==> src/sv/mep_pkg.sv <==
// mep_pkg: shared types, register indexes and small helpers for the escape-time pixel block
// no dependencies
`timescale 1ns / 1ps

package mep_pkg;

  // configuration register indexes
  localparam logic [1:0] CfgWidthLog2  = 2'd0;
  localparam logic [1:0] CfgHeightLog2 = 2'd1;
  localparam logic [1:0] CfgMaxIter    = 2'd2;

  localparam logic [3:0] WidthLog2Rst  = 4'd8;
  localparam logic [3:0] HeightLog2Rst = 4'd8;
  localparam logic [7:0] MaxIterRst    = 8'd64;

  // largest supported image side, as log2
  localparam logic [3:0] MaxSizeLog2   = 4'd12;

  localparam logic [7:0] AlphaOpaque   = 8'hFF;

  typedef enum logic [1:0] {
    StIdle,
    StMulSx,
    StMulSy,
    StMulXy
  } state_e;

  // size register clamped to 1 .. MaxSizeLog2
  function automatic logic [3:0] clamp_log2(input logic [3:0] v);
    logic [3:0] r;
    if (v == 4'd0) begin
      r = 4'd1;
    end else if (v > MaxSizeLog2) begin
      r = MaxSizeLog2;
    end else begin
      r = v;
    end
    return r;
  endfunction

  // palette: black inside the set, otherwise a ramp on the count
  function automatic logic [31:0] escape_color(input logic [7:0] n, input logic inside_set);
    logic [7:0] r;
    logic [7:0] g;
    logic [7:0] b;
    logic [31:0] c;
    r = n * 8'd30;
    g = {n[5:0], 2'b00};
    b = ~r;
    if (inside_set) begin
      c = {AlphaOpaque, 24'h000000};
    end else begin
      c = {AlphaOpaque, r, g, b};
    end
    return c;
  endfunction

endpackage

==> src/sv/mep_mul.sv <==
// mep_mul: shared signed fixed-point multiplier, magnitude truncated toward zero
// uses no package; operands must stay stable from start until done
`timescale 1ns / 1ps

module mep_mul #(
  parameter int OP_W      = 32,
  parameter int FRAC_BITS = 28
) (
  input  logic                                      clk_i,
  input  logic                                      rst_ni,
  input  logic                                      start_i,
  input  logic signed [OP_W-1:0]                    a_i,
  input  logic signed [OP_W-1:0]                    b_i,
  output logic                                      done_o,
  output logic signed [2*(OP_W-1)-FRAC_BITS:0]      p_o
);

  localparam int MAG_W    = OP_W - 1;
  localparam int NUM_PASS = (MAG_W + 31) / 32;
  localparam int SLICE_W  = (MAG_W + NUM_PASS - 1) / NUM_PASS;
  localparam int PAD_W    = NUM_PASS * SLICE_W;
  localparam int ACC_W    = MAG_W + PAD_W;
  localparam int P_W      = 2 * MAG_W - FRAC_BITS + 1;
  localparam int PASS_W   = (NUM_PASS > 1) ? $clog2(NUM_PASS) : 1;
  localparam int PROD_W   = MAG_W + SLICE_W;

  logic [OP_W-1:0]    a_abs;
  logic [OP_W-1:0]    b_abs;
  logic [MAG_W-1:0]   a_mag;
  logic [PAD_W-1:0]   b_pad;
  logic [PASS_W-1:0]  pass_sel;
  logic [SLICE_W-1:0] b_slice;
  logic [PROD_W-1:0]  prod;
  logic [ACC_W-1:0]   part;
  logic [ACC_W-1:0]   acc_d, acc_q;
  logic [PASS_W-1:0]  pass_q;
  logic               run_q, fin_q, done_q;
  logic [P_W-1:0]     mag_ext;
  logic signed [P_W-1:0] p_d, p_q;

  assign a_abs    = a_i[OP_W-1] ? OP_W'(-a_i) : a_i;
  assign b_abs    = b_i[OP_W-1] ? OP_W'(-b_i) : b_i;
  assign a_mag    = a_abs[MAG_W-1:0];
  assign b_pad    = PAD_W'(b_abs[MAG_W-1:0]);
  assign pass_sel = start_i ? '0 : pass_q;
  assign b_slice  = b_pad[pass_sel*SLICE_W +: SLICE_W];
  assign prod     = PROD_W'(a_mag) * PROD_W'(b_slice);
  assign part     = ACC_W'(prod) << (pass_sel * SLICE_W);
  assign acc_d    = (start_i ? '0 : acc_q) + part;

  // shift out the fraction, then restore the sign
  assign mag_ext  = {1'b0, acc_q[2*MAG_W-1:FRAC_BITS]};
  assign p_d      = (a_i[OP_W-1] ^ b_i[OP_W-1]) ? $signed(-mag_ext) : $signed(mag_ext);

  always_ff @(posedge clk_i or negedge rst_ni) begin
    if (!rst_ni) begin
      pass_q <= '0;
      run_q  <= 1'b0;
      fin_q  <= 1'b0;
      done_q <= 1'b0;
    end else begin
      done_q <= fin_q;
      if (start_i) begin
        pass_q <= PASS_W'(1);
        run_q  <= (NUM_PASS > 1);
        fin_q  <= (NUM_PASS == 1);
      end else if (run_q) begin
        pass_q <= pass_q + PASS_W'(1);
        if (pass_q == PASS_W'(NUM_PASS - 1)) begin
          run_q <= 1'b0;
          fin_q <= 1'b1;
        end
      end else begin
        fin_q <= 1'b0;
      end
    end
  end

  always_ff @(posedge clk_i) begin
    if (start_i || run_q) begin
      acc_q <= acc_d;
    end
    if (fin_q) begin
      p_q <= p_d;
    end
  end

  assign done_o = done_q;
  assign p_o    = p_q;

endmodule

==> src/sv/mandelbrot_escape_pixel_top.sv <==
// mandelbrot_escape_pixel_top: escape-time evaluator, one pixel per request; uses mep_pkg, mep_mul
// each step is three products on the shared multiplier, two on the last step (slower above
//   29 fraction bits); a zero iteration limit strobes in the cycle after the request is taken
// throughput: one request in flight, the next one is taken in the strobe cycle; no receiver stall
// reset: asynchronous, active low; registers return to 8 / 8 / 64, sequencer idle
`timescale 1ns / 1ps

module mandelbrot_escape_pixel_top #(
  parameter int FRAC_BITS = 28
) (
  input  logic        clk_i,
  input  logic        rst_ni,
  // configuration writes
  input  logic        cfg_we_i,
  input  logic [1:0]  cfg_idx_i,
  input  logic [7:0]  cfg_data_i,
  // request
  input  logic        start,
  output logic        busy,
  input  logic [11:0] pixel_x_i,
  input  logic [11:0] pixel_y_i,
  // result
  output logic        done_o,
  output logic [7:0]  escape_count_o,
  output logic        in_set_o,
  output logic [31:0] color_argb_o
);

  // z stays below 6.5 in magnitude, so three integer bits plus sign suffice
  localparam int Z_W  = FRAC_BITS + 4;
  // products reach about 42, sums about 84
  localparam int P_W  = 2 * (Z_W - 1) - FRAC_BITS + 1;
  localparam int SH_W = FRAC_BITS + 14;

  localparam logic signed [Z_W-1:0] TwoQ       = {2'b00, 2'b10, {FRAC_BITS{1'b0}}};
  localparam logic signed [Z_W-1:0] OneHalfQ   = {3'b000, 2'b11, {(FRAC_BITS-1){1'b0}}};
  localparam logic signed [P_W:0]   EscapeBound = {{(P_W-FRAC_BITS-2){1'b0}}, 3'b100,
                                                   {FRAC_BITS{1'b0}}};

  // configuration registers
  logic [3:0] width_log2_q, height_log2_q;
  logic [7:0] max_iter_q;

  always_ff @(posedge clk_i or negedge rst_ni) begin
    if (!rst_ni) begin
      width_log2_q  <= mep_pkg::WidthLog2Rst;
      height_log2_q <= mep_pkg::HeightLog2Rst;
      max_iter_q    <= mep_pkg::MaxIterRst;
    end else if (cfg_we_i) begin
      case (cfg_idx_i)
        mep_pkg::CfgWidthLog2:  width_log2_q  <= cfg_data_i[3:0];
        mep_pkg::CfgHeightLog2: height_log2_q <= cfg_data_i[3:0];
        mep_pkg::CfgMaxIter:    max_iter_q    <= cfg_data_i;
        default: ;  // unused index, write dropped
      endcase
    end
  end

  // pixel to c mapping: 3*p scaled by 2^(FRAC_BITS - log2 size), minus the window origin
  logic [3:0]  lg_x, lg_y;
  logic [11:0] px_m, py_m;
  logic [13:0] tri_x, tri_y;
  logic [SH_W-1:0] sc_x, sc_y;
  logic signed [Z_W-1:0] cx_map, cy_map;

  assign lg_x   = mep_pkg::clamp_log2(width_log2_q);
  assign lg_y   = mep_pkg::clamp_log2(height_log2_q);
  // bits at or above the size are ignored
  assign px_m   = pixel_x_i & ~(12'hFFF << lg_x);
  assign py_m   = pixel_y_i & ~(12'hFFF << lg_y);
  assign tri_x  = {2'b00, px_m} + {1'b0, px_m, 1'b0};
  assign tri_y  = {2'b00, py_m} + {1'b0, py_m, 1'b0};
  // exact: the masked coordinate is below 2^lg, so no bits fall off
  assign sc_x   = {tri_x, {FRAC_BITS{1'b0}}} >> lg_x;
  assign sc_y   = {tri_y, {FRAC_BITS{1'b0}}} >> lg_y;
  assign cx_map = $signed(sc_x[Z_W-1:0]) - TwoQ;
  assign cy_map = $signed(sc_y[Z_W-1:0]) - OneHalfQ;

  // sequencer and datapath
  mep_pkg::state_e state_q, state_d;

  logic accept;
  logic signed [Z_W-1:0] cx_q, cy_q, zx_q, zy_q;
  logic signed [P_W-1:0] sx_q, sy_q;
  logic [7:0]  iter_q;
  logic        issued_q;
  logic        mul_start, mul_done;
  logic signed [Z_W-1:0] mul_a, mul_b;
  logic signed [P_W-1:0] mul_p;
  logic signed [P_W:0]   mag_sum, zx_sum, zy_sum;
  logic        escaped, last_iter;

  logic        done_q, in_set_q;
  logic [7:0]  count_q;
  logic [31:0] color_q;

  assign accept    = start && (state_q == mep_pkg::StIdle);
  assign busy      = (state_q != mep_pkg::StIdle);

  // |z|^2 test uses the square just finished together with the stored one
  assign mag_sum   = (P_W+1)'(sx_q) + (P_W+1)'(mul_p);
  assign escaped   = (mag_sum > EscapeBound);
  assign last_iter = (iter_q == max_iter_q - 8'd1);

  // next z, formed when the cross product lands
  assign zx_sum    = (P_W+1)'(sx_q) - (P_W+1)'(sy_q) + (P_W+1)'(cx_q);
  assign zy_sum    = {mul_p, 1'b0} + (P_W+1)'(cy_q);

  always_comb begin
    state_d = state_q;
    case (state_q)
      mep_pkg::StIdle: begin
        if (accept && (max_iter_q != 8'd0)) begin
          state_d = mep_pkg::StMulSx;
        end
      end
      mep_pkg::StMulSx: begin
        if (mul_done) begin
          state_d = mep_pkg::StMulSy;
        end
      end
      mep_pkg::StMulSy: begin
        if (mul_done) begin
          state_d = (escaped || last_iter) ? mep_pkg::StIdle : mep_pkg::StMulXy;
        end
      end
      mep_pkg::StMulXy: begin
        if (mul_done) begin
          state_d = mep_pkg::StMulSx;
        end
      end
      default: state_d = mep_pkg::StIdle;
    endcase
  end

  // operand select and a single start per product
  always_comb begin
    mul_start = 1'b0;
    mul_a     = zx_q;
    mul_b     = zx_q;
    case (state_q)
      mep_pkg::StMulSx: begin
        mul_start = !issued_q;
      end
      mep_pkg::StMulSy: begin
        mul_start = !issued_q;
        mul_a     = zy_q;
        mul_b     = zy_q;
      end
      mep_pkg::StMulXy: begin
        mul_start = !issued_q;
        mul_b     = zy_q;
      end
      default: mul_start = 1'b0;
    endcase
  end

  mep_mul #(
    .OP_W      (Z_W),
    .FRAC_BITS (FRAC_BITS)
  ) u_mul (
    .clk_i   (clk_i),
    .rst_ni  (rst_ni),
    .start_i (mul_start),
    .a_i     (mul_a),
    .b_i     (mul_b),
    .done_o  (mul_done),
    .p_o     (mul_p)
  );

  always_ff @(posedge clk_i or negedge rst_ni) begin
    if (!rst_ni) begin
      state_q  <= mep_pkg::StIdle;
      issued_q <= 1'b0;
      done_q   <= 1'b0;
    end else begin
      state_q <= state_d;
      if (mul_done) begin
        issued_q <= 1'b0;
      end else if (mul_start) begin
        issued_q <= 1'b1;
      end
      done_q <= (accept && (max_iter_q == 8'd0))
             || ((state_q == mep_pkg::StMulSy) && mul_done && (escaped || last_iter));
    end
  end

  always_ff @(posedge clk_i) begin
    if (accept) begin
      // z starts at zero, so the first update leaves z = c
      cx_q   <= cx_map;
      cy_q   <= cy_map;
      zx_q   <= cx_map;
      zy_q   <= cy_map;
      iter_q <= 8'd0;
      if (max_iter_q == 8'd0) begin
        count_q  <= 8'd0;
        in_set_q <= 1'b1;
        color_q  <= mep_pkg::escape_color(8'd0, 1'b1);
      end
    end
    if (mul_done) begin
      case (state_q)
        mep_pkg::StMulSx: sx_q <= mul_p;
        mep_pkg::StMulSy: begin
          sy_q <= mul_p;
          if (escaped) begin
            count_q  <= iter_q;
            in_set_q <= 1'b0;
            color_q  <= mep_pkg::escape_color(iter_q, 1'b0);
          end else if (last_iter) begin
            count_q  <= max_iter_q;
            in_set_q <= 1'b1;
            color_q  <= mep_pkg::escape_color(max_iter_q, 1'b1);
          end else begin
            iter_q <= iter_q + 8'd1;
          end
        end
        mep_pkg::StMulXy: begin
          zx_q <= zx_sum[Z_W-1:0];
          zy_q <= zy_sum[Z_W-1:0];
        end
        default: ;
      endcase
    end
  end

  assign done_o         = done_q;
  assign escape_count_o = count_q;
  assign in_set_o       = in_set_q;
  assign color_argb_o   = color_q;

endmodule

==> config.mk <==
export PLATFORM = sky130hd
export DESIGN_NAME = mandelbrot_escape_pixel_top
export DESIGN_NICKNAME = d
export VERILOG_FILES = /design/src/sv/mep_pkg.sv /design/src/sv/mep_mul.sv /design/src/sv/mandelbrot_escape_pixel_top.sv
export SDC_FILE = /design/constraint.sdc
export NUM_CORES = 2
export LEC_CHECK = 0
export BUFFER_PORTS_ARGS = -buffer_cell sky130_fd_sc_hd__buf_2
export CORE_ASPECT_RATIO = 1.4
export CORE_UTILIZATION = 50
export DETAILED_ROUTE_END_ITERATION = 16
export GPL_TIMING_DRIVEN = 0
export PLACE_DENSITY = 0.78
export SYNTH_ARGS = -nofsm -noshare
export SYNTH_HDL_FRONTEND = slang
export SYNTH_SLANG_ARGS = --single-unit
==> constraint.sdc <==
create_clock -name clk_i -period 12.1 [get_ports clk_i]
set_input_delay 1.21 -clock clk_i [delete_from_list [all_inputs] [get_ports clk_i]]
set_output_delay 1.21 -clock clk_i [all_outputs]
set_load 0.02 [all_outputs]
**Word-level counts from Yosys, hierarchy flattened**

Index checks and enable logic that the tools add are counted.

- Add/sub/neg operators: 15
- Multipliers: 3
- Div/mod/pow operators: 0
- Order comparisons: 3
- Equality and inequality tests: 11
- Shift operators: 6
- Multiplexer cells: 57
- Bitwise operators: 6
- Reductions and logical operators: 26

Operators by type and width:

| kind | number |
|---|---|
| 32-bit two-way mux | 14 |
| 8-bit two-way mux | 11 |
| 42-bit by 4-bit >> shifter with 32-bit output | 2 |
| 32-bit adder | 2 |
| 62-bit adder | 1 |
| 31-bit by 31-bit multiplier with 62-bit output | 1 |
| 31-bit two-way mux | 2 |
| 62-bit two-way mux | 1 |
| 31-bit negation | 2 |
| 62-bit by 6-bit left shift with 62-bit output | 1 |
| 35-bit by 35-bit adder with 36-bit output | 1 |
| 36-bit by 32-bit > comparator with 1-bit output, second input constant | 1 |
| 34-bit negation with 35-bit output | 1 |
| 34-bit two-way mux | 1 |
| 32-bit by 30-bit subtractor with 32-bit output, second input constant | 1 |
| 32-bit by 31-bit subtractor with 32-bit output, second input constant | 1 |
| 32-bit subtractor | 1 |
| 31-bit by 7-bit indexed part select with 31-bit output | 1 |
| 12-bit by 13-bit adder with 14-bit output | 2 |
| 12-bit bitwise AND | 2 |
| 12-bit inverter | 2 |
| 12-bit by 4-bit left shift with 12-bit output, first input constant | 2 |
| 1-bit two-way mux | 18 |
| 4-bit two-way mux | 4 |
| other kinds (27) | 52 |

- Flip-flop bits (word level): 365
- Bits in latches: 0
- Memory bits (writable): 0
- ROM bits: 0
- Bits of input ports: 38
- Logic and storage cells: 150
- Memories kept: 0

**Logic depth before layout (Yosys ltp)**

- Word-level depth: 12
- Mapped depth: 58

**Cells and area by module**

From an unflattened synthesis, not the netlist that was laid out.

- Cell total of the unflattened synthesis: 6447
- Area total of the unflattened synthesis: 56759.4 sq um

By module, submodules not included:

| module | instances | cells each | area each (sq um) | seq. area each (sq um) |
|---|---|---|---|---|
| mep_mul | 1 | 4587 | 39564.2 | 3012.9 |
| mandelbrot_escape_pixel_top | 1 | 1860 | 17195.2 | 5919.4 |

**Worst setup path before layout**

No wires, ideal clock.

- Path type: register to register
- From: register state_q[0]
- To: register u_mul.acc_q[60] (data pin)
- Setup time: 0.264 ns
- Arrival: 12.600 ns
- Required time: 11.836 ns
- Setup slack: -0.764 ns
- Stages on the path, launching flop included: 54
- Path buffers: 9
- Path through: dfrtp_1 inv_1 ha_1 buf_2 or2_2 buf_2 buf_1 clkbuf_1 buf_2 mux2i_1 ha_1 o21a_1 nand2_1 o21ai_0 xor2_1 and2_1 clkbuf_1 clkbuf_1 [18 not listed] a211o_1 a221o_1 a221oi_1 xnor2_1 nor2_1 a21oi_1 ha_1 clkbuf_1 and3_1 and4_1 nand4_1 or3_1 o221ai_1 nand3_1 a21oi_1 a221o_1 a221oi_1 xnor2_1

- Word-level cells in the longest chain between the ends: 9
- Elaborated cells on any way between the ends: 19
- Classes of those cells: add/sub: 3; mul: 2; eq/ne: 3; shift: 2; mux: 7; reduce/logical: 2

RTL lines:

| element | line | text |
|---|---|---|
| start: declaration | mandelbrot_escape_pixel_top.sv:80 | `mep_pkg::state_e state_q, state_d;` |
| start signal: assignment | mandelbrot_escape_pixel_top.sv:173 | `state_q <= mep_pkg::StIdle;` |
| start signal: assignment | mandelbrot_escape_pixel_top.sv:177 | `state_q <= state_d;` |
| 2-bit equality test or 2-bit by 1-bit equality test with 1-bit output (tied branches) | mandelbrot_escape_pixel_top.sv:141 | `case (state_q)` |
| 3-bit OR reduction (no line) or 2-bit OR reduction (tied branches) | -- |  |
| 1-bit two-way mux or 32-bit two-way mux (tied branches) | -- |  |
| 1-bit two-way mux or 31-bit negation (tied branches) | mep_mul.sv:45, mep_mul.sv:42 |  |
| 1-bit by 5-bit multiplier with 6-bit output or 31-bit two-way mux (tied branches) | mep_mul.sv:46, mep_mul.sv:48, mep_mul.sv:42 |  |
| 31-bit by 7-bit indexed part select with 31-bit output | mep_mul.sv:46 | `assign b_slice = b_pad[pass_sel*SLICE_W +: SLICE_W];` |
| 31-bit by 31-bit multiplier with 62-bit output | mep_mul.sv:47 | `assign prod = PROD_W'(a_mag) * PROD_W'(b_slice);` |
| 62-bit by 6-bit left shift with 62-bit output | mep_mul.sv:48 | `assign part = ACC_W'(prod) << (pass_sel * SLICE_W);` |
| 62-bit adder * | mep_mul.sv:49 | `assign acc_d = (start_i ? '0 : acc_q) + part;` |
| net u_mul.acc_d[60] | mep_mul.sv:35 | `logic [ACC_W-1:0] acc_d, acc_q;` |
| end signal: assignment | mep_mul.sv:81 | `acc_q <= acc_d;` |
| end: declaration | mep_mul.sv:35 |  |

Mark *: on every way through the listed nets, which the timed path passes. The rest lies on a longest branch.
A chain may end at the register's enable or synchronous reset.

**Worst setup path after layout**

Same ends and word-level chain as after synthesis.

==> results.cfg <==
[logic_synthesis]
synth_ff_type = edfxtp_1
syn-instance-count = 6500
synthTopCellsByCount = inv_1, nand2_1, fa_1
async_reset_ff_frac = 0.0708
netlist_area_mm2 = 0.0570
ys_warn_count = 0
syn_area_per_cell_um2 = 8.76
synth_top_area_share = 0.305
synth_most_common_cell = inv_1
synthTopCellsByArea = fa_1, edfxtp_1, ha_1
seq_area_frac_synth = 0.157
synth.distinct_cells = 111
yosys.area.top_type = fa_1
ys_ff_latch = 339
synth_edf_count = 202

[final_layout]
post-route-util = 0.590
area_growth_pct = 17.1
drive_above_1_share = 0.157
stdcell_area_mm2 = 0.0667
fin_nets = 8203
n_fill_cell = 9513

[clock_network]
h-tree-depth = 2
clock-sinks = 339
path_clk_slew_ns = 0.07
numCtsBuffers = 34
cts_tree = built
clock_path_buffers = 3
cts-root-buf = clkbuf_16
holdBufCountCts = 0
clk-insertion-delay-late_ns = 0.56

[grt]
grt_max_degree = 38
grt_pass1_wl_um = 322000
use_met1 = 0.417
grt.met3_usage = 0.0716
grt_overflow = 0
gr-usage-met2 = 0.624
grt_pass1_vias = 51800
antenna_found_initial = 6
grt_use_total = 0.381
grt.busiest_layer = met2

[sta]
grt_setup_unrepaired = yes
slew_headroom = 0.145
hold_viol_final = 0
period_share = 1.04
setup_viol = 18
fmax_mhz = 79.6
worst_slew_pin_slew_ns = 1.27
finalMaxSlewViolations = 0
whs_ns = 0.442
worst_slack_ns = -0.466
period_needed_ns = 12.57
skew_ns = 0.0270

[route]
postRouteAntennaNets = 0
firstDrtPassIters = 8
via_per_inst = 6.09
wl_per_cell_um = 26.6
drtIter0Drc = 5050
drc = 0
vias = 50900
wl_um = 222000

[place]
preCtsSetupSlack_ns = -4.58
gp_congestion = 1.03
place_area_mm2 = 0.0594
io_buffers = 80
hpwl_um = 174000

[worst_setup_path]
path_class = reg -> reg
slowest_stage = fa_1
r2r_start = state_q[0]
cp-end-kind = flip-flop
path_max_fanout = 10
crit_arrival_ns = 12.87
cp_data_required_time_ns = 12.41
crit_start = state_q[0]
critPathMaxStageDelay_ns = 0.57
crit_path_start_kind = flip-flop
crit_path_frequent_cell = fa_1

[floorplanning]
core_area_mm2 = 0.113
die_x_um = 287
rows = 146
die_y_um = 401
io_pins = 81
die_area_mm2 = 0.115
initial_utilization = 0.504

[outcome]
status = complete, but fails checks
violations = setup timing

[hold_path]
hp-class = reg -> reg
hp-start = color_argb_o[30]

[power]
peakVddDrop_mv = 0.247
p_total_mw = 9.05
power_density_mw_per_mm2 = 136
leakagePower_nw = 31.0

[flow_run]
max-cap-violations = 0
-- metrics by stage --
stage	cells	setup TNS (ns)
after floorplan	6505	-0.00439
after global placement	8065	-144.78
after detailed placement	8071	-142.76
after CTS	8265	-3.63
after global routing	8345	-10.54
final	8348	-5.19
-- where the power goes --
| group | switching [mW] | internal [mW] | total, mW |
|---|---|---|---|
| sequential | 0.148 | 1.37 | 1.52 |
| clock | 0.507 | 0.730 | 1.24 |
| combinational | 4.23 | 2.06 | 6.29 |
-- path summary, 6_finish.rpt --
kind | end | slack [ns] | cells after the start
worst max-delay path | u_mul.acc_q[60] | -0.47 | 46
worst min-delay path | color_argb_o[30] | 0.44 | 1
worst max register to register | u_mul.acc_q[60] | -0.47 | 46
worst min register to register | color_argb_o[30] | 0.44 | 1
max in group asynchronous | u_mul.fin_q | 11.00 | 1
min in group asynchronous | max_iter_q[5] | 0.66 | 1
-- layer usage --
layer	part of all wire	vias up
met1	0.33	25200
met5	0.00021	-
met4	0.12	6
met2	0.46	2922
met3	0.089	1071
li1	-	21700
-- flip-flops by register name, indices dropped and copies added, names as in the netlist, 19 cells and up --
name / flops
color_argb_o: 32
cx_q: 19
cy_q: 19
sx_q: 35
sy_q: 32
u_mul.acc_q: 62
u_mul.p_o: 35
zx_q: 32
zy_q: 32
-- final cells by class --
class,instances,area (um2),area share
multi-input combinational,4875,46400,0.696
sequential,339,8930,0.134
inverter,991,3730,0.0559
timing repair buffer,324,2620,0.0393
buffer,275,1880,0.0282
tap,1480,1850,0.0278
clock buffer,43,978,0.0147
clock inverter,18,292,0.00437
antenna,3,7.51,0.000113
-- critical path, delay by kind of cell (launching register included) --
kind,cells,cell delay (ns)
adder cells (fa/ha/maj),11,4.22
AO/OA/AOI/OAI,11,2.54
buffers and inverters,10,2.28
AND/OR/NAND/NOR,10,1.74
XOR/XNOR,3,0.62
flip-flops,1,0.44
multiplexers,1,0.43
-- repair_timing --
| action | 4_1_cts | 5_1_grt |
|---|---|---|
| endpoints found under the setup margin | 49 | 34 |
| resized for setup | 721 | 287 |
| pin swaps | 163 | 193 |
| buffers inserted | 149 | 95 |
-- placed cells by master (no fill, tap or decap), types with 31 or more instances in the layout --
cell,synthesis,routed
edfxtp_1,202,202
clkbuf_16,0,47
clkbuf_4,0,31
and2_1,72,59
nand2b_1,37,36
xnor2_1,187,136
nor2_1,640,615
nand3_1,46,39
buf_2,24,99
a31oi_1,50,42
fa_1,868,816
a21oi_1,298,255
clkbuf_1,254,113
clkbuf_2,1,47
mux2i_1,103,82
fa_2,0,52
xnor2_2,0,33
xor2_1,137,92
buf_4,2,212
a21oi_2,0,33
o21ai_0,208,156
and3_1,60,57
nor2b_1,83,81
nor3_1,81,73
inv_1,989,969
nand2_1,874,836
o21ai_1,10,31
o21a_1,38,37
a21o_1,124,124
dfxtp_1,113,113
nand4_1,34,34
ha_1,457,408
-- kinds of logic (layout without fill, tap and decap cells) --
group	count (synthesis)	in the layout	share of synthesized area
AOI/OAI and AO/OA	1037	1037	0.119
buffers and inverters	1291	1651	0.0862
muxes	129	129	0.0236
other	1	9	0.0000658
xor gates and xnor gates	324	324	0.0498
adders and majority gates	1325	1325	0.406
DFF	339	339	0.157
and+or+nand+nor	2054	2054	0.159
Note: power is estimated with default switching activity, not from simulation.
